<file path="config.mk">
export PLATFORM = sky130hd
export DESIGN_NAME = http_chunked_body_decoder_top
export DESIGN_NICKNAME = d
export VERILOG_FILES = /design/src/hcbd_pkg.sv /design/src/http_chunked_body_decoder_top.sv
export SDC_FILE = /design/constraint.sdc
export NUM_CORES = 1
export LEC_CHECK = 0
export ABC_AREA = 1
export BUFFER_PORTS_ARGS = -buffer_cell sky130_fd_sc_hd__buf_4
export CAP_MARGIN = 20
export CORE_MARGIN = 2
export CORE_UTILIZATION = 60
export CTS_CLUSTER_SIZE = 25
export DETAILED_ROUTE_END_ITERATION = 8
export PLACE_DENSITY = 0.88
export SLEW_MARGIN = 10
export SYNTH_ARGS = -nofsm -noshare
export SYNTH_HDL_FRONTEND = slang
export SYNTH_SLANG_ARGS = --single-unit
</file>
<file path="constraint.sdc">
create_clock -name clk -period 3.1 [get_ports clk]
set_input_delay 0.62 -clock clk [delete_from_list [all_inputs] [get_ports clk]]
set_output_delay 0.62 -clock clk [all_outputs]
set_load 0.01 [all_outputs]
</file>
<file path="src/hcbd_pkg.sv">
// ============================================================================
// hcbd_pkg
// Shared types, constants and a helper function of the chunked body decoder.
// ============================================================================
`default_nettype none

package hcbd_pkg;

    // Width of the chunk size and the data byte counter.
    localparam int SIZE_BITS = 31;

    // Result status codes.
    localparam logic [1:0] ST_PAYLOAD = 2'd0;
    localparam logic [1:0] ST_END     = 2'd1;
    localparam logic [1:0] ST_ERROR   = 2'd2;

    // Characters that the parser looks for.
    localparam logic [7:0] CHAR_CR = 8'h0D;
    localparam logic [7:0] CHAR_LF = 8'h0A;

    // Decoder phases.
    typedef enum logic [2:0] {
        PH_DIGITS = 3'd0,
        PH_EXT    = 3'd1,
        PH_CR     = 3'd2,
        PH_DATA   = 3'd3,
        PH_SKIP1  = 3'd4,
        PH_SKIP2  = 3'd5,
        PH_DONE   = 3'd6,
        PH_ERROR  = 3'd7
    } phase_t;

    // Result of decoding one character as a hex digit.
    typedef struct packed {
        logic       valid;
        logic [3:0] value;
    } hex_digit_t;

    // Decodes one ASCII character as a hex digit of either case.
    function automatic hex_digit_t hex_decode(input logic [7:0] ch);
        hex_digit_t res;
        res.valid = 1'b1;
        res.value = 4'd0;
        if (ch >= 8'h30 && ch <= 8'h39)
        begin
            res.value = 4'(ch - 8'h30);
        end
        else if (ch >= 8'h61 && ch <= 8'h66)
        begin
            res.value = 4'(ch - 8'h57);
        end
        else if (ch >= 8'h41 && ch <= 8'h46)
        begin
            res.value = 4'(ch - 8'h37);
        end
        else
        begin
            res.valid = 1'b0;
        end
        return res;
    endfunction

endpackage

`default_nettype wire

</file>
<file path="src/http_chunked_body_decoder_top.sv">
// ============================================================================
// http_chunked_body_decoder_top
// Chunked HTTP body decoder: passes on payload bytes and flags end or error.
// ============================================================================
//
// Channel  Dir  Handshake           tdata      tuser
// s_*      in   s_tvalid/s_tready   in_byte    new_body
// m_*      out  m_tvalid/m_tready   out_byte   status
//
// One item per cycle sustained while the output is not stalled; a result is
// presented after its item has passed the input register, then the result register.
// The per-byte state update is a single shift-add of one hex digit or a
// decrement of the byte counter, done between the two registers.
// Reset clears the phase, the counter, the digit flag and both valid bits.
// A stalled output holds the result register; the input register keeps
// accepting while it is empty or while its item moves on in that cycle.
//
`default_nettype none

module http_chunked_body_decoder_top (
    input  wire logic       clk,
    input  wire logic       rst_n,
    input  wire logic       s_tvalid,
    output logic            s_tready,
    input  wire logic [7:0] s_tdata,   // [7:0] in_byte
    input  wire logic [0:0] s_tuser,   // [0] new_body
    output logic            m_tvalid,
    input  wire logic       m_tready,
    output logic [7:0]      m_tdata,   // [7:0] out_byte
    output logic [1:0]      m_tuser    // [1:0] status
);

    // Input register.
    logic       in_valid_reg;
    logic [7:0] in_byte_reg;
    logic       in_new_reg;

    // Decoder state.
    hcbd_pkg::phase_t                 phase_reg, phase_next;
    logic [hcbd_pkg::SIZE_BITS-1:0]   count_reg, count_next;
    logic                             seen_reg, seen_next;

    // Result register.
    logic       out_valid_reg;
    logic [7:0] out_byte_reg;
    logic [1:0] out_status_reg;

    // Result computed for the item in the input register.
    logic       res_valid;
    logic [7:0] res_byte;
    logic [1:0] res_status;

    logic advance;
    hcbd_pkg::phase_t               ph_eff;
    logic [hcbd_pkg::SIZE_BITS-1:0] cnt_eff;
    logic [hcbd_pkg::SIZE_BITS-1:0] cnt_dec;
    logic                           seen_eff;
    hcbd_pkg::hex_digit_t           digit;

    // The held item moves on when the result register is free or drained.
    assign advance  = in_valid_reg && (!out_valid_reg || m_tready);
    assign s_tready = !in_valid_reg || advance;

    // A new body restarts the size line with this byte.
    assign ph_eff   = in_new_reg ? hcbd_pkg::PH_DIGITS : phase_reg;
    assign cnt_eff  = in_new_reg ? '0 : count_reg;
    assign seen_eff = in_new_reg ? 1'b0 : seen_reg;
    assign digit    = hcbd_pkg::hex_decode(in_byte_reg);
    assign cnt_dec  = cnt_eff - hcbd_pkg::SIZE_BITS'(1);

    // Next-state logic.
    always_comb
    begin
        phase_next = ph_eff;
        count_next = cnt_eff;
        seen_next  = seen_eff;
        case (ph_eff)
            hcbd_pkg::PH_DIGITS:
            begin
                if (digit.valid)
                begin
                    if (cnt_eff[hcbd_pkg::SIZE_BITS-1 -: 4] != 4'd0)
                    begin
                        phase_next = hcbd_pkg::PH_ERROR;
                        count_next = '0;
                        seen_next  = 1'b0;
                    end
                    else
                    begin
                        count_next = {cnt_eff[hcbd_pkg::SIZE_BITS-5:0], digit.value};
                        seen_next  = 1'b1;
                    end
                end
                else if (!seen_eff)
                begin
                    phase_next = hcbd_pkg::PH_ERROR;
                    count_next = '0;
                    seen_next  = 1'b0;
                end
                else if (in_byte_reg == hcbd_pkg::CHAR_CR)
                begin
                    phase_next = hcbd_pkg::PH_CR;
                end
                else
                begin
                    phase_next = hcbd_pkg::PH_EXT;
                end
            end
            hcbd_pkg::PH_EXT:
            begin
                if (in_byte_reg == hcbd_pkg::CHAR_CR)
                begin
                    phase_next = hcbd_pkg::PH_CR;
                end
            end
            hcbd_pkg::PH_CR:
            begin
                if (in_byte_reg == hcbd_pkg::CHAR_LF)
                begin
                    phase_next = (cnt_eff == '0) ? hcbd_pkg::PH_DONE : hcbd_pkg::PH_DATA;
                end
                else if (in_byte_reg != hcbd_pkg::CHAR_CR)
                begin
                    phase_next = hcbd_pkg::PH_EXT;
                end
            end
            hcbd_pkg::PH_DATA:
            begin
                count_next = cnt_dec;
                if (cnt_dec == '0)
                begin
                    phase_next = hcbd_pkg::PH_SKIP1;
                end
            end
            hcbd_pkg::PH_SKIP1:
            begin
                phase_next = hcbd_pkg::PH_SKIP2;
            end
            hcbd_pkg::PH_SKIP2:
            begin
                phase_next = hcbd_pkg::PH_DIGITS;
                count_next = '0;
                seen_next  = 1'b0;
            end
            default:
            begin
                phase_next = ph_eff;
            end
        endcase
    end

    // Result logic.
    always_comb
    begin
        res_valid  = 1'b0;
        res_byte   = 8'd0;
        res_status = hcbd_pkg::ST_PAYLOAD;
        case (ph_eff)
            hcbd_pkg::PH_DIGITS:
            begin
                if ((digit.valid && cnt_eff[hcbd_pkg::SIZE_BITS-1 -: 4] != 4'd0) ||
                    (!digit.valid && !seen_eff))
                begin
                    res_valid  = 1'b1;
                    res_status = hcbd_pkg::ST_ERROR;
                end
            end
            hcbd_pkg::PH_CR:
            begin
                if (in_byte_reg == hcbd_pkg::CHAR_LF && cnt_eff == '0)
                begin
                    res_valid  = 1'b1;
                    res_status = hcbd_pkg::ST_END;
                end
            end
            hcbd_pkg::PH_DATA:
            begin
                res_valid = 1'b1;
                res_byte  = in_byte_reg;
            end
            default:
            begin
                res_valid = 1'b0;
            end
        endcase
    end

    // Control registers.
    always_ff @(posedge clk or negedge rst_n)
    begin
        if (!rst_n)
        begin
            in_valid_reg  <= 1'b0;
            out_valid_reg <= 1'b0;
            phase_reg     <= hcbd_pkg::PH_DIGITS;
            count_reg     <= '0;
            seen_reg      <= 1'b0;
        end
        else
        begin
            if (s_tready)
            begin
                in_valid_reg <= s_tvalid;
            end
            if (advance)
            begin
                phase_reg     <= phase_next;
                count_reg     <= count_next;
                seen_reg      <= seen_next;
                out_valid_reg <= res_valid;
            end
            else if (m_tready)
            begin
                out_valid_reg <= 1'b0;
            end
        end
    end

    // Payload registers.
    always_ff @(posedge clk)
    begin
        if (s_tready && s_tvalid)
        begin
            in_byte_reg <= s_tdata;
            in_new_reg  <= s_tuser[0];
        end
        if (advance && res_valid)
        begin
            out_byte_reg   <= res_byte;
            out_status_reg <= res_status;
        end
    end

    assign m_tvalid = out_valid_reg;
    assign m_tdata  = out_byte_reg;
    assign m_tuser  = out_status_reg;

`ifndef SYNTHESIS
    // End and error results carry a zero byte.
    assert property (@(posedge clk) disable iff (!rst_n)
        (m_tvalid && m_tuser != hcbd_pkg::ST_PAYLOAD) |-> (m_tdata == 8'd0))
        else $error("non-payload result with nonzero byte");

    // The status code is always one of the three defined codes.
    assert property (@(posedge clk) disable iff (!rst_n)
        m_tvalid |-> (m_tuser == hcbd_pkg::ST_PAYLOAD || m_tuser == hcbd_pkg::ST_END ||
                      m_tuser == hcbd_pkg::ST_ERROR))
        else $error("undefined status code");

    // While data bytes are pending the counter never reads zero.
    assert property (@(posedge clk) disable iff (!rst_n)
        (phase_reg == hcbd_pkg::PH_DATA) |-> (count_reg != '0))
        else $error("data phase with zero byte count");

    // Done and error phases drop bytes until a new body starts.
    assert property (@(posedge clk) disable iff (!rst_n)
        (advance && !in_new_reg &&
         (phase_reg == hcbd_pkg::PH_DONE || phase_reg == hcbd_pkg::PH_ERROR))
        |=> !m_tvalid)
        else $error("result produced after end of body or error");
`endif

endmodule

`default_nettype wire

</file>
# Word-level counts from Yosys, hierarchy flattened

Cells that the tools add are included.

Register bits after elaboration: 56
Output and inout port bits: 12
Logic and storage cells: 83

$add $sub $neg: 4
Order comparisons: 6
Equality and inequality tests: 8
Muxes and demuxes: 35
Reduce and logical (&&, ||, !) cells: 21

Operators with widths:

| kind                                                            | count |
|---|---|
| two-way mux 31 bit                                              | 4 |
| one-hot mux 31 bit (3 select lines)                             | 1 |
| zero test 31 bit                                                | 2 |
| subtractor 31 x 1 -> 31 bit (second input constant)             | 1 |
| two-way mux 3 bit                                               | 9 |
| one-hot mux 3 bit (6 select lines)                              | 1 |
| == test 8 x 4 -> 1 bit (second input constant)                  | 2 |
| >= comparator 8 x 7 -> 1 bit (second input constant)            | 2 |
| less-or-equal comparator 8 x 7 -> 1 bit (second input constant) | 2 |
| two-way mux 1 bit                                               | 12 |
| two-way mux 4 bit                                               | 3 |
| logical AND 1 bit                                               | 9 |
| >= comparator 8 x 6 -> 1 bit (second input constant)            | 1 |
| less-or-equal comparator 8 x 6 -> 1 bit (second input constant) | 1 |
| inequality test 8 x 4 -> 1 bit (second input constant)          | 1 |
| subtractor 4 x 3 -> 4 bit (second input constant)               | 2 |
| == test 3 x 2 -> 1 bit (second input constant)                  | 2 |
| == test 3 bit (second input constant)                           | 2 |
| zero test 1 bit                                                 | 4 |
| two-way mux 2 bit                                               | 2 |
| one-hot mux 2 bit (2 select lines)                              | 1 |
| nonzero test 4 bit                                              | 1 |
| subtractor 4 x 1 -> 4 bit (second input constant)               | 1 |
| == test 3 x 1 -> 1 bit (second input constant)                  | 1 |
| other kinds (5)                                                 | 7 |

# Longest topological paths before layout

Gate-level depths: netlist of the first run.

Depth in word-level cells: 11
Gate-level depth with buffers: 19

# Worst setup path after synthesis of the first run

OpenSTA, ideal clock, no wires.

Path type: register to register
From: register in_new_reg
To: register out_byte_reg[0] (netlist: m_tdata[0]), enable pin
Arrival: 2.039 ns
Setup slack: 0.727 ns
Stages on the path, launching flop included: 14
Buffers on the path: 2
Period minus slack after synthesis: 2.373 ns
Cells stage by stage: edfxtp_1 buf_6 inv_4 buf_6 nand2_2 ha_1 nand2_2 nor2_2 nand3_1 nor4_1 nand2_1 nand3_1 nand2_1 inv_1

Cells in the longest elaborated chain, start to end: 7
Elaborated cells between the ends (all ways): 17

RTL lines:

| what                                                       | line                                 | source |
|---|---|---|
| start, declared                                            | http_chunked_body_decoder_top.sv:36  | `logic in_new_reg;` |
| start signal, assigned                                     | http_chunked_body_decoder_top.sv:225 | `in_new_reg <= s_tuser[0];` |
| branches (longest 5 deep; another with two-way mux 31 bit) | n/a                                  |  |
| one-hot mux 1 bit (3 select lines) *                       | http_chunked_body_decoder_top.sv:158 | `case (ph_eff)` |
| logical AND 1 bit *                                        | http_chunked_body_decoder_top.sv:227 | `if (advance && res_valid)` |
| end signal, assigned                                       | http_chunked_body_decoder_top.sv:229 | `out_byte_reg <= res_byte;` |
| end, declared                                              | http_chunked_body_decoder_top.sv:45  | `logic [7:0] out_byte_reg;` |

Every way passes the cells marked *.
A chain may end at the register's enable or synchronous reset.

# Worst setup path after layout of the first run

From: register in_byte_reg[0]
To: register out_status_reg[0] (netlist: m_tuser[0]), enable pin

Cells in the longest elaborated chain, start to end: 11
Elaborated cells between the ends (all ways): 22

RTL lines:

| what                                                                                           | line                                 | source |
|---|---|---|
| start, declared                                                                                | http_chunked_body_decoder_top.sv:35  | `logic [7:0] in_byte_reg;` |
| start signal, assigned                                                                         | http_chunked_body_decoder_top.sv:224 | `in_byte_reg <= s_tdata;` |
| >= comparator 8 x 7 -> 1 bit / less-or-equal comparator 8 x 7 -> 1 bit (equally long branches) | hcbd_pkg.sv:52                       | `else if (ch >= 8'h41 && ch <= 8'h46)` |
| logical AND 1 bit                                                                              | hcbd_pkg.sv:52                       |  |
| two-way mux 1 bit                                                                              | hcbd_pkg.sv:52                       |  |
| two-way mux 1 bit                                                                              | hcbd_pkg.sv:48                       | `else if (ch >= 8'h61 && ch <= 8'h66)` |
| two-way mux 1 bit                                                                              | hcbd_pkg.sv:44                       | `if (ch >= 8'h30 && ch <= 8'h39)` |
| zero test 1 bit                                                                                | http_chunked_body_decoder_top.sv:162 | `(!digit.valid && !seen_eff))` |
| logical AND 1 bit                                                                              | http_chunked_body_decoder_top.sv:162 |  |
| logical OR 1 bit                                                                               | http_chunked_body_decoder_top.sv:161 | `if ((digit.valid && cnt_eff[hcbd_pkg::SIZE_BITS-1 -: 4] != 4'd0) \|\|` |
| two-way mux 1 bit                                                                              | http_chunked_body_decoder_top.sv:161 |  |
| one-hot mux 1 bit (3 select lines) *                                                           | http_chunked_body_decoder_top.sv:158 |  |
| logical AND 1 bit *                                                                            | http_chunked_body_decoder_top.sv:227 |  |
| end signal, assigned                                                                           | http_chunked_body_decoder_top.sv:230 | `out_status_reg <= res_status;` |
| end, declared                                                                                  | http_chunked_body_decoder_top.sv:46  | `logic [1:0] out_status_reg;` |

Every way passes the cells marked *; elsewhere a longest branch is shown, timed or not.

==> qor.csv, run 1 <==
metric,value,unit
Seq cells post-synth,56,
Netlist cell types,40,
Avg WL per Cell,17.42,microns
Max-Slew Margin vs Limit,0.5744,
Worst Hold Class,in -> async,
"Avg Cell Area, Syn",6.487,sq um
P&R area growth vs syn,7.465,%
CP arrival,2700,ps
clock skew,12.82,ps
layout cell share with drive strength beyond 1,0.1255,
via/cell ratio,6.139,
post-layout util,0.6618,
max-cap viol count,0,
post-CTS repair timing setup buffer count,0,
setup violators final,0,
clock sink count,56,
Synth Area in XOR/XNOR,0.005579,
post-synthesis cell count,726,
CTS resizes,0,
status,completed,
CTS tree,yes,
hpwl dp,10750,microns
Post-DRT Antenna Nets,0,
CP Data Required Time,3100,ps
vias,5175,
CTS H-Tree Depth,2,
IO Pins,25,
first-pass GRT wire length,24260,microns
TritonCTS Buffers,5,
crit-path cells,inv_1 > ha_1 > nor3_1 > nor3_2 > inv_1 > nand2_1 > inv_1 > buf_4 > nand2_1 > inv_1 > nor2_1 > nand2_1 > nand3_1 > nand2_1 > inv_1,
Crit Path Category,reg -> reg,
minimum clock period,2706,ps
slack of the worst reg-to-reg path,390,ps
fillcell total,700,
Clock Tree Buf Depth,2,
Synth Area in Adders,0.01594,
Power Density,900.8,mW/mm^2
Synth async-reset ratio,0.6607,
CORE AREA,0.007647,sq mm
Clk pwr share,0.101,
fin. max-slew vios,0,
Final Hold Fails,0,
pin count of the biggest net entering global routing,40,
Sw Pwr,2549,uW
CP max FO,12,
largest family of logic cells by synthesized area,simple AND/OR/NAND/NOR gates,
total negative slack,0,ps
Root Buffer,clkbuf_8,
antenna diode count,0,
Die W,92.60,microns
register share of total power,0.274,
initial antenna violation count,0,
Final Cycle Share,0.8728,
WP buf/inv,6,
"slowest stage delay, CP",490,ps
commonest register cell after synthesis,dfrtp_1,
Gate power share,0.625,
multi-input logic area,0.002735,sq mm
post-synthesis simple-gate area fraction,0.3701,
DRC errors left,0,
yosys warns,0,
synthesized area,0.004710,sq mm
Die Height,92.60,microns
FP Rows,32,
Placer Congestion,0.9897,
CP Capture Type,flop,
post-synthesis mux area share,0,
Initial Util,0.6158,
GR Util All Layers,0.3562,
max reg flops,31,
Worst Setup Start Kind,flop,
Switching Share,0.5591,
Initial DRC Count,543,
I/O Buffers,24,
iteration count of the initial detailed-routing pass,6,
highest achievable clock rate,369.6,MHz
Clock Latency Late Sink,330,ps
Power Internal,2010,uW
syn_nets,745,
final net count,759,
"Largest delay share family, worst path",buffers and inverters,
total global routing overflow,0,
Max VDD drop,0.4222,mV
register area,0.001496,sq mm
unrepaired setup endpoints after global routing,false,
Leakage,0.002414,uW
Post-CTS Hold Buffers,0,
Worst-path clk slew,120,ps
Synth Area in Compound Gates,0.1892,
sequential area share after synthesis,0.3177,
most used cell along the critical path,inv_1,
vias in the first global route,5035,
tightest hold margin,249.7,ps
Routed WL,14690,microns
number of synthesized flops with an enable pin,19,
Worst path slowest cell,edfxtp_1,
Least-Margin Pin Slew,634.5,ps
die area,0.008574,sq mm
cell usage after synthesis (all sizes together) (5+ instances only):
cell / count / area share
nand3: 49 / 0.055
a41oi: 5 / 0.0093
clkbuf: 16 / 0.013
buf: 14 / 0.022
edfxtp: 19 / 0.12
ha: 6 / 0.016
dfrtp: 37 / 0.20
nand4: 9 / 0.012
inv: 82 / 0.066
o211ai: 6 / 0.0096
a21oi: 12 / 0.013
nor3: 19 / 0.023
nor2: 97 / 0.087
o21ai: 110 / 0.12
o2111ai: 6 / 0.011
nand2: 214 / 0.18
o221ai: 7 / 0.013
stage by stage:
stage | cell area (sq um) | worst slack, ps | instances | power [uW]
2_1_floorplan | 4710 | 727.2 | 726 | 3183
3_5_place_dp | 4964 | 448.4 | 835 | 3989
6_report | 5061 | 394.2 | 843 | 4559
5_1_grt | 5061 | 61.84 | 843 | 4872
4_1_cts | 5061 | 424.7 | 843 | 4457
3_3_place_gp | 4964 | 592.2 | 835 | 3923
final cells by class:
type / instances / share of cell area
clock inverter: 3 / 0.005686
multi-input combinational: 557 / 0.5404
inverter: 83 / 0.06205
tap: 102 / 0.02522
timing repair buffer: 37 / 0.05735
sequential: 56 / 0.2957
clock buffer: 5 / 0.01360
cells in the final DEF (no fill, tap or decap), drive strengths merged:
cell     instances
o2111ai          6
a22oi            2
o21bai           3
buf             37
xor2             3
a21oi           12
nor2            97
o22a             2
nor3            19
and2             2
nand2          214
dfrtp           37
edfxtp          19
o21ai          110
nand4            9
o31ai            1
o211ai           6
clkinv           1
inv             85
ha               6
a41oi            5
nand3           49
nor4             1
nand3b           3
o221ai           7
clkbuf           5
worst register-to-register path, cell delays in order (launching register included):
cell and delay [ps]:
edfxtp_1 490, inv_1 170, ha_1 190, nor3_1 70
nor3_2 170, inv_1 130, nand2_1 100, inv_1 70
buf_4 180, nand2_1 80, inv_1 60, nor2_1 80
nand2_1 100, nand3_1 100, nand2_1 80, inv_1 300
power by group through the flow:
| stage | Combinational [uW] | Clock (uW) | Sequential [uW] |
|---|---|---|---|
| floorplan | 1990 | 0 | 1190 |
| global placement | 2680 | 0 | 1250 |
| detailed placement | 2740 | 0 | 1250 |
| CTS | 2760 | 465 | 1240 |
| global route | 3110 | 489 | 1270 |
| finish | 2850 | 462 | 1250 |
per-layer routing:
metal  global-route usage  vias to the layer above  wire length, microns
met5                    0                        -                     0
met4               0.1704                        0                   605
met3              0.04638                       71                  1612
met2               0.5724                      383                  6616
met1               0.4763                     2285                  5853
li1                     -                     2436                     -
cell families after synthesis:
group	count (synthesis)
AND/OR/NAND/NOR	394
flip-flops	56
XOR/XNOR	3
adder cells (fa/ha/maj)	6
AO/OA/AOI/OAI	154
buffers and inverters	113
worst paths after layout:
check,endpoint,startpoint,cells past startpoint
max,m_tuser[0],in_byte_reg[0],15
min,count_reg[8],rst_n,1
max reg2reg,m_tuser[0],in_byte_reg[0],15
min reg2reg,count_reg[28],count_reg[28],2
max in group asynchronous,count_reg[30],rst_n,1
min in group clk,in_byte_reg[6],s_tdata[6],1
(Power assumes the default switching activity.)
==> inputs of run 2 (changes only) <==
--- a/config.mk
+++ b/config.mk
@@ -7,3 +7,2 @@
 export LEC_CHECK = 0
-export ABC_AREA = 1
 export BUFFER_PORTS_ARGS = -buffer_cell sky130_fd_sc_hd__buf_4
@@ -11,6 +10,6 @@
 export CORE_MARGIN = 2
-export CORE_UTILIZATION = 60
+export CORE_UTILIZATION = 30
 export CTS_CLUSTER_SIZE = 25
 export DETAILED_ROUTE_END_ITERATION = 8
-export PLACE_DENSITY = 0.88
+export PLACE_DENSITY = 0.55
 export SLEW_MARGIN = 10
==> constraint.sdc (replaced) <==
create_clock -name clk -period 3.1 [get_ports clk]
set_input_delay 0.155 -clock clk [delete_from_list [all_inputs] [get_ports clk]]
set_output_delay 0.155 -clock clk [all_outputs]
set_load 0.01 [all_outputs]
==> run 2 against run 1 <==
Against the previous run:
- fmax decreased by 9.8%
- utilization decreased by 29 points
- die area increased by 77%
- register-to-register slack got worse by 300 ps
- combinational power increased by 14%
- clock-buffer cell count unchanged
- sequential share of layout area decreased by 0.63 points
- hold slack got worse by 240 ps
- critical path depth decreased by 8
- clock power increased by 36%
- highest routed layer unchanged
==> qor.csv, run 2 <==
metric,value,unit
Final Hold Fails,0,
fin. max-slew vios,0,
CTS H-Tree Depth,2,
Initial DRC Count,453,
GR Util All Layers,0.2106,
Die W,123.3,microns
Sw Pwr,2535,uW
commonest register cell after synthesis,dfrtp_1,
Reg2Reg Depth,7,
vias in the first global route,4306,
iteration count of the initial detailed-routing pass,5,
layout cell share with drive strength beyond 1,0.2396,
max reg flops,31,
"commonest non-fill, non-tap cell in the layout",buf_4,
number of synthesized flops with an enable pin,19,
Worst Hold Depth,1,
most common cell in the netlist,o21ai_0,
CP Capture Type,flop,
"Largest delay share family, worst path",simple AND/OR/NAND/NOR gates,
CORE AREA,0.01388,sq mm
first-pass GRT wire length,24340,microns
"slowest stage delay, CP",650,ps
Initial Util,0.3078,
WP buf/inv,0,
highest achievable clock rate,333.2,MHz
max-cap viol count,0,
I/O Buffers,24,
die area,0.01521,sq mm
Routed WL,15270,microns
DRC errors left,0,
Post-DRT Antenna Nets,0,
antenna diode count,0,
Max-Slew Margin vs Limit,0.3305,
total negative slack,0,ps
hpwl dp,10870,microns
synthesized area,0.004273,sq mm
Leakage,0.002039,uW
total global routing overflow,0,
Switching Share,0.4852,
final net count,573,
Netlist cell types,73,
Clock Tree Buf Depth,2,
Worst Setup Start Kind,flop,
Power Density,1008,mW/mm^2
Clk pwr share,0.120,
Final Cycle Share,0.9681,
register share of total power,0.259,
cell taking the most area after synthesis,dfrtp_1,
P&R area growth vs syn,21.32,%
WP depth,7,
vias,4401,
CTS tree,yes,
tightest hold margin,12.65,ps
total chip power,5223,uW
Worst path slowest cell,or4_4,
synth top area cells,"dfrtp_1, edfxtp_1, o21ai_0",
clock sink count,56,
"Avg Cell Area, Syn",8.546,sq um
Root Buffer,clkbuf_16,
slack of the worst reg-to-reg path,100,ps
status,completed,
initial antenna violation count,0,
most frequent cells in the layout,"buf_4, o21ai_0, nor2_1, nand2_1, dfrtp_1",
unrepaired setup endpoints after global routing,false,
Max VDD drop,0.3633,mV
CP Data Required Time,3320,ps
Worst Hold Class,in -> reg,
crit-path cells,or4_4 > nor4_4 > and3_4 > o2111ai_1 > or4b_4 > or3_1 > a211o_1,
post-synth top area share,0.2167,
yosys warns,0,
Seq cells post-synth,56,
Least-Margin Pin Slew,1001,ps
CP arrival,3220,ps
fillcell total,1459,
Die Height,123.3,microns
clock skew,12.31,ps
IO Pins,25,
Placer Congestion,0.9090,
most frequent cells after synthesis,"o21ai_0, nor2_1, dfrtp_1, nand2_1, clkbuf_1",
CP max FO,7,
minimum clock period,3001,ps
post-synthesis cell count,500,
via/cell ratio,5.988,
FP Rows,43,
Worst-path clk slew,90,ps
sequential area share after synthesis,0.3502,
pin count of the biggest net entering global routing,38,
setup violators final,0,
Synth async-reset ratio,0.6607,
Clock Latency Late Sink,320,ps
TritonCTS Buffers,5,
Crit Path Category,reg -> reg,
syn_nets,519,
Avg WL per Cell,20.78,microns
Power Internal,2689,uW
Gate power share,0.621,
run 2: cell types whose count changed after synthesis, moves of 12 or more:
| cell | previous run | this run |
|---|---|---|
| nand2_1 | 190 | 35 |
| a22o_1 | 0 | 14 |
| nand2_2 | 23 | 0 |
| a22oi_1 | 2 | 20 |
| nand3_1 | 48 | 11 |
| o21ai_0 | 95 | 42 |
| clkbuf_1 | 15 | 29 |
| nor4_1 | 1 | 13 |
| inv_1 | 78 | 12 |
| nor2_1 | 85 | 39 |
| a21oi_1 | 12 | 28 |
run 2: worst reg2reg max path: stages, from the launching register on:
cell and delay [ps]:
dfrtp_1 430, or4_4 650, nor4_4 340, and3_4 240, o2111ai_1 110, or4b_4 550, or3_1 320, a211o_1 250
run 2: path summary, 6_finish.rpt:
check                                    end    startpoint
worst max-delay path            phase_reg[1]  count_reg[5]
worst min-delay path              in_new_reg       s_tuser
worst max register to register  phase_reg[1]  count_reg[5]
worst min register to register      seen_reg      seen_reg
max in group asynchronous       count_reg[6]         rst_n
min in group asynchronous       count_reg[7]         rst_n
run 2: layout make-up:
class                           count  area (sq um)  share of cell area
Inverter                           13         50.05            0.009655
Sequential cell                    56          1500              0.2894
Tap cell                          180         225.2             0.04345
Clock inverter                      3         28.78            0.005552
Clock buffer                        5         125.1             0.02414
Timing Repair Buffer               91         690.7              0.1332
Multi-Input combinational cell    387          2564              0.4946
run 2: layer usage:
metal  vias up  GRT usage  share of wire
li1       2020          -              -
met3        35    0.03506          0.074
met4         0    0.07102          0.030
met5         -          0              0
met2       227     0.3252           0.46
met1      2119     0.2976           0.44
run 2: power groups by stage:
stage	Combinational, uW	Clock (uW)	Sequential [uW]
after floorplan	2060	0	1210
after global placement	3060	0	1340
after CTS	3080	650	1340
after detailed placement	3060	0	1350
final	3240	627	1350
after global routing	3510	680	1400
run 2: through the flow:
| step | area (sq um) | instances | setup slack [ps] | utilization |
|---|---|---|---|---|
| 2_1_floorplan | 4279 | 500 | 26.88 | - |
| 6_report | 5184 | 735 | 98.96 | 0.3734 |
| 4_1_cts | 5095 | 733 | 70.26 | 0.3670 |
| 3_5_place_dp | 4931 | 724 | 85.36 | 0.3552 |
| 3_3_place_gp | 4931 | 724 | 56.35 | 0.3552 |
| 5_1_grt | 5184 | 735 | 5.687 | 0.3734 |
run 2: cell families (layout without fill, tap and decap cells):
group / after synthesis / after routing / synth area share
mux: 2 / 2 / 0.005270
compound gates: 169 / 169 / 0.2691
fa+ha+maj: 6 / 6 / 0.01757
flops: 56 / 56 / 0.3502
xor+xnor: 15 / 15 / 0.03075
simple gates: 195 / 195 / 0.2574
buf+inv: 57 / 112 / 0.06969
run 2: what timing repair did:
item / in CTS / in global routing
hold buffers: 1 / 2
endpoints found under the setup margin: 0 / 2
setup buffers: 0 / 0
hold endpoints to repair: 37 / 2
gates resized for setup: 0 / 14
==> inputs of run 3 (changes only) <==
--- a/config.mk
+++ b/config.mk
@@ -13,2 +13,3 @@
 export DETAILED_ROUTE_END_ITERATION = 8
+export MAX_ROUTING_LAYER = met4
 export PLACE_DENSITY = 0.55
==> constraint.sdc (replaced) <==
create_clock -name clk -period 3.1 [get_ports clk]
set_input_delay 0.62 -clock clk [delete_from_list [all_inputs] [get_ports clk]]
set_output_delay 0.62 -clock clk [all_outputs]
set_load 0.01 [all_outputs]
==> run 3 against run 2 <==
Against the previous run:
- first-iteration DRC count is 0.88% lower
- wire length is 0.89% lower
- register-to-register slack got worse by 30 ps
- hold slack better by 280 ps
- sequential power about the same
- clock skew down 3.1 ps
- worst setup slack worse by 31 ps
- global-route usage barely moved
- final cell count is 0.68% higher
- clock-buffer cell count stayed put
- via count up 0.75%
- clock power down 0.8%
==> qor.csv, run 3 (same netlist as run 2, synthesis figures left out) <==
metric,value,unit
initial antenna violation count,0,
clock sink count,56,
Clock Tree Buf Depth,2,
CORE AREA,0.01388,sq mm
tightest hold margin,289.2,ps
CP Data Required Time,3290,ps
Final Cycle Share,0.9782,
"Largest delay share family, worst path",simple AND/OR/NAND/NOR gates,
Worst path slowest cell,or4b_4,
crit-path cells,buf_4 > nor4_1 > nand4b_1 > nor4_2 > mux2_2 > or4b_4 > or3_1 > a211o_1,
fin. max-slew vios,0,
Die W,123.3,microns
Root Buffer,clkbuf_16,
Gate power share,0.630,
CTS tree,yes,
DRC errors left,0,
setup violators final,0,
total chip power,5343,uW
pin count of the biggest net entering global routing,38,
Least-Margin Pin Slew,898.0,ps
Crit Path Category,reg -> reg,
reg-to-reg critical path startpoint,count_reg[20],
total global routing overflow,0,
dpl cells,721,
FP Rows,43,
Post-DRT Antenna Nets,0,
total negative slack,0,ps
highest achievable clock rate,329.8,MHz
CP Capture Type,flop,
Clk pwr share,0.116,
final net count,578,
Initial DRC Count,449,
"slowest stage delay, CP",530,ps
TritonCTS Buffers,5,
WP buf/inv,1,
Worst-path clk slew,90,ps
Initial Util,0.3078,
status,completed,
Finished Layout Cells,740,
max reg flops,31,
clock skew,9.199,ps
Routed WL,15140,microns
CTS H-Tree Depth,2,
minimum clock period,3032,ps
GR Util All Layers,0.2110,
layout cell share with drive strength beyond 1,0.2643,
vias,4434,
IO Pins,25,
Leakage,0.002070,uW
Worst Setup Start Kind,flop,
"commonest non-fill, non-tap cell in the layout",buf_4,
Avg WL per Cell,20.46,microns
Sw Pwr,2566,uW
antenna diode count,0,
P&R area growth vs syn,22.64,%
Power Internal,2778,uW
Placer Congestion,0.9985,
iteration count of the initial detailed-routing pass,5,
first-pass GRT wire length,23870,microns
CP max FO,4,
Max-Slew Margin vs Limit,0.3991,
register share of total power,0.253,
Worst Hold Class,in -> async,
Switching Share,0.4802,
vias in the first global route,4258,
post-layout util,0.3775,
most frequent cells in the layout,"buf_4, o21ai_0, nor2_1, nand2_1, dfrtp_1",
CP arrival,3230,ps
hpwl dp,10600,microns
I/O Buffers,24,
Max VDD drop,0.4460,mV
via/cell ratio,5.992,
die area,0.01521,sq mm
Die Height,123.3,microns
fillcell total,1431,
Clock Latency Late Sink,310,ps
Power Density,1020,mW/mm^2
critical path launch point,count_reg[20],
Final Hold Fails,0,
max-cap viol count,0,
run 3: changes by cell type in the layout (fill, tap and decap cells not counted), sizes merged:
| cell | delta |
|---|---|
| buf | +8 |
| clkinv | +1 |
| dlygate4sd3 | -3 |
| inv | -1 |
run 3: metal layers:
| metal | vias to the layer above | global-route usage | share of wire |
|---|---|---|---|
| met3 | 40 | 0.04659 | 0.092 |
| met1 | 2112 | 0.2772 | 0.42 |
| met5 | - | - | 0 |
| li1 | 2030 | - | - |
| met4 | 0 | 0.07457 | 0.027 |
| met2 | 252 | 0.3201 | 0.46 |
run 3: path summary, 6_finish.rpt:
path                                   to  slack (ps)  cells past startpoint
min in group clk           in_byte_reg[5]         490                      1
max reg2reg                  phase_reg[1]          70                      8
min                          count_reg[8]         290                      1
max in group asynchronous   count_reg[21]        2410                      1
min reg2reg                      m_tvalid         580                      2
max                          phase_reg[1]          70                      8
run 3: timing repair:
item	CTS	global route
gates resized for setup	1	20
pin swaps	0	9
setup buffers	0	11
hold buffers	0	0
gates cloned	0	0
setup endpoints to repair	1	2
run 3: metrics by stage:
step / area, sq um / setup WS, ps
global route: 5240 / -7.852
global placement: 4908 / 57.29
floorplan: 4279 / 26.88
CTS: 5064 / 16.48
detailed placement: 4908 / 35.10
finish: 5240 / 67.71
run 3: cell type report:
class	instances	area, sq um	share of cell area
clock buffers	5	125.1	0.02388
multi-input cells	387	2589	0.4940
well taps	180	225.2	0.04298
repair buffers	96	720.7	0.1375
flip-flops and latches	56	1504	0.2870
inverters	13	50.05	0.009551
clock inverters	3	26.28	0.005014
run 3: power by group through the flow:
stage | clock (uW) | sequential (uW) | combinational, uW
floorplan | 0 | 1210 | 2060
global placement | 0 | 1350 | 3010
detailed placement | 0 | 1360 | 2990
CTS | 638 | 1350 | 3020
global route | 667 | 1390 | 3640
finish | 622 | 1350 | 3370
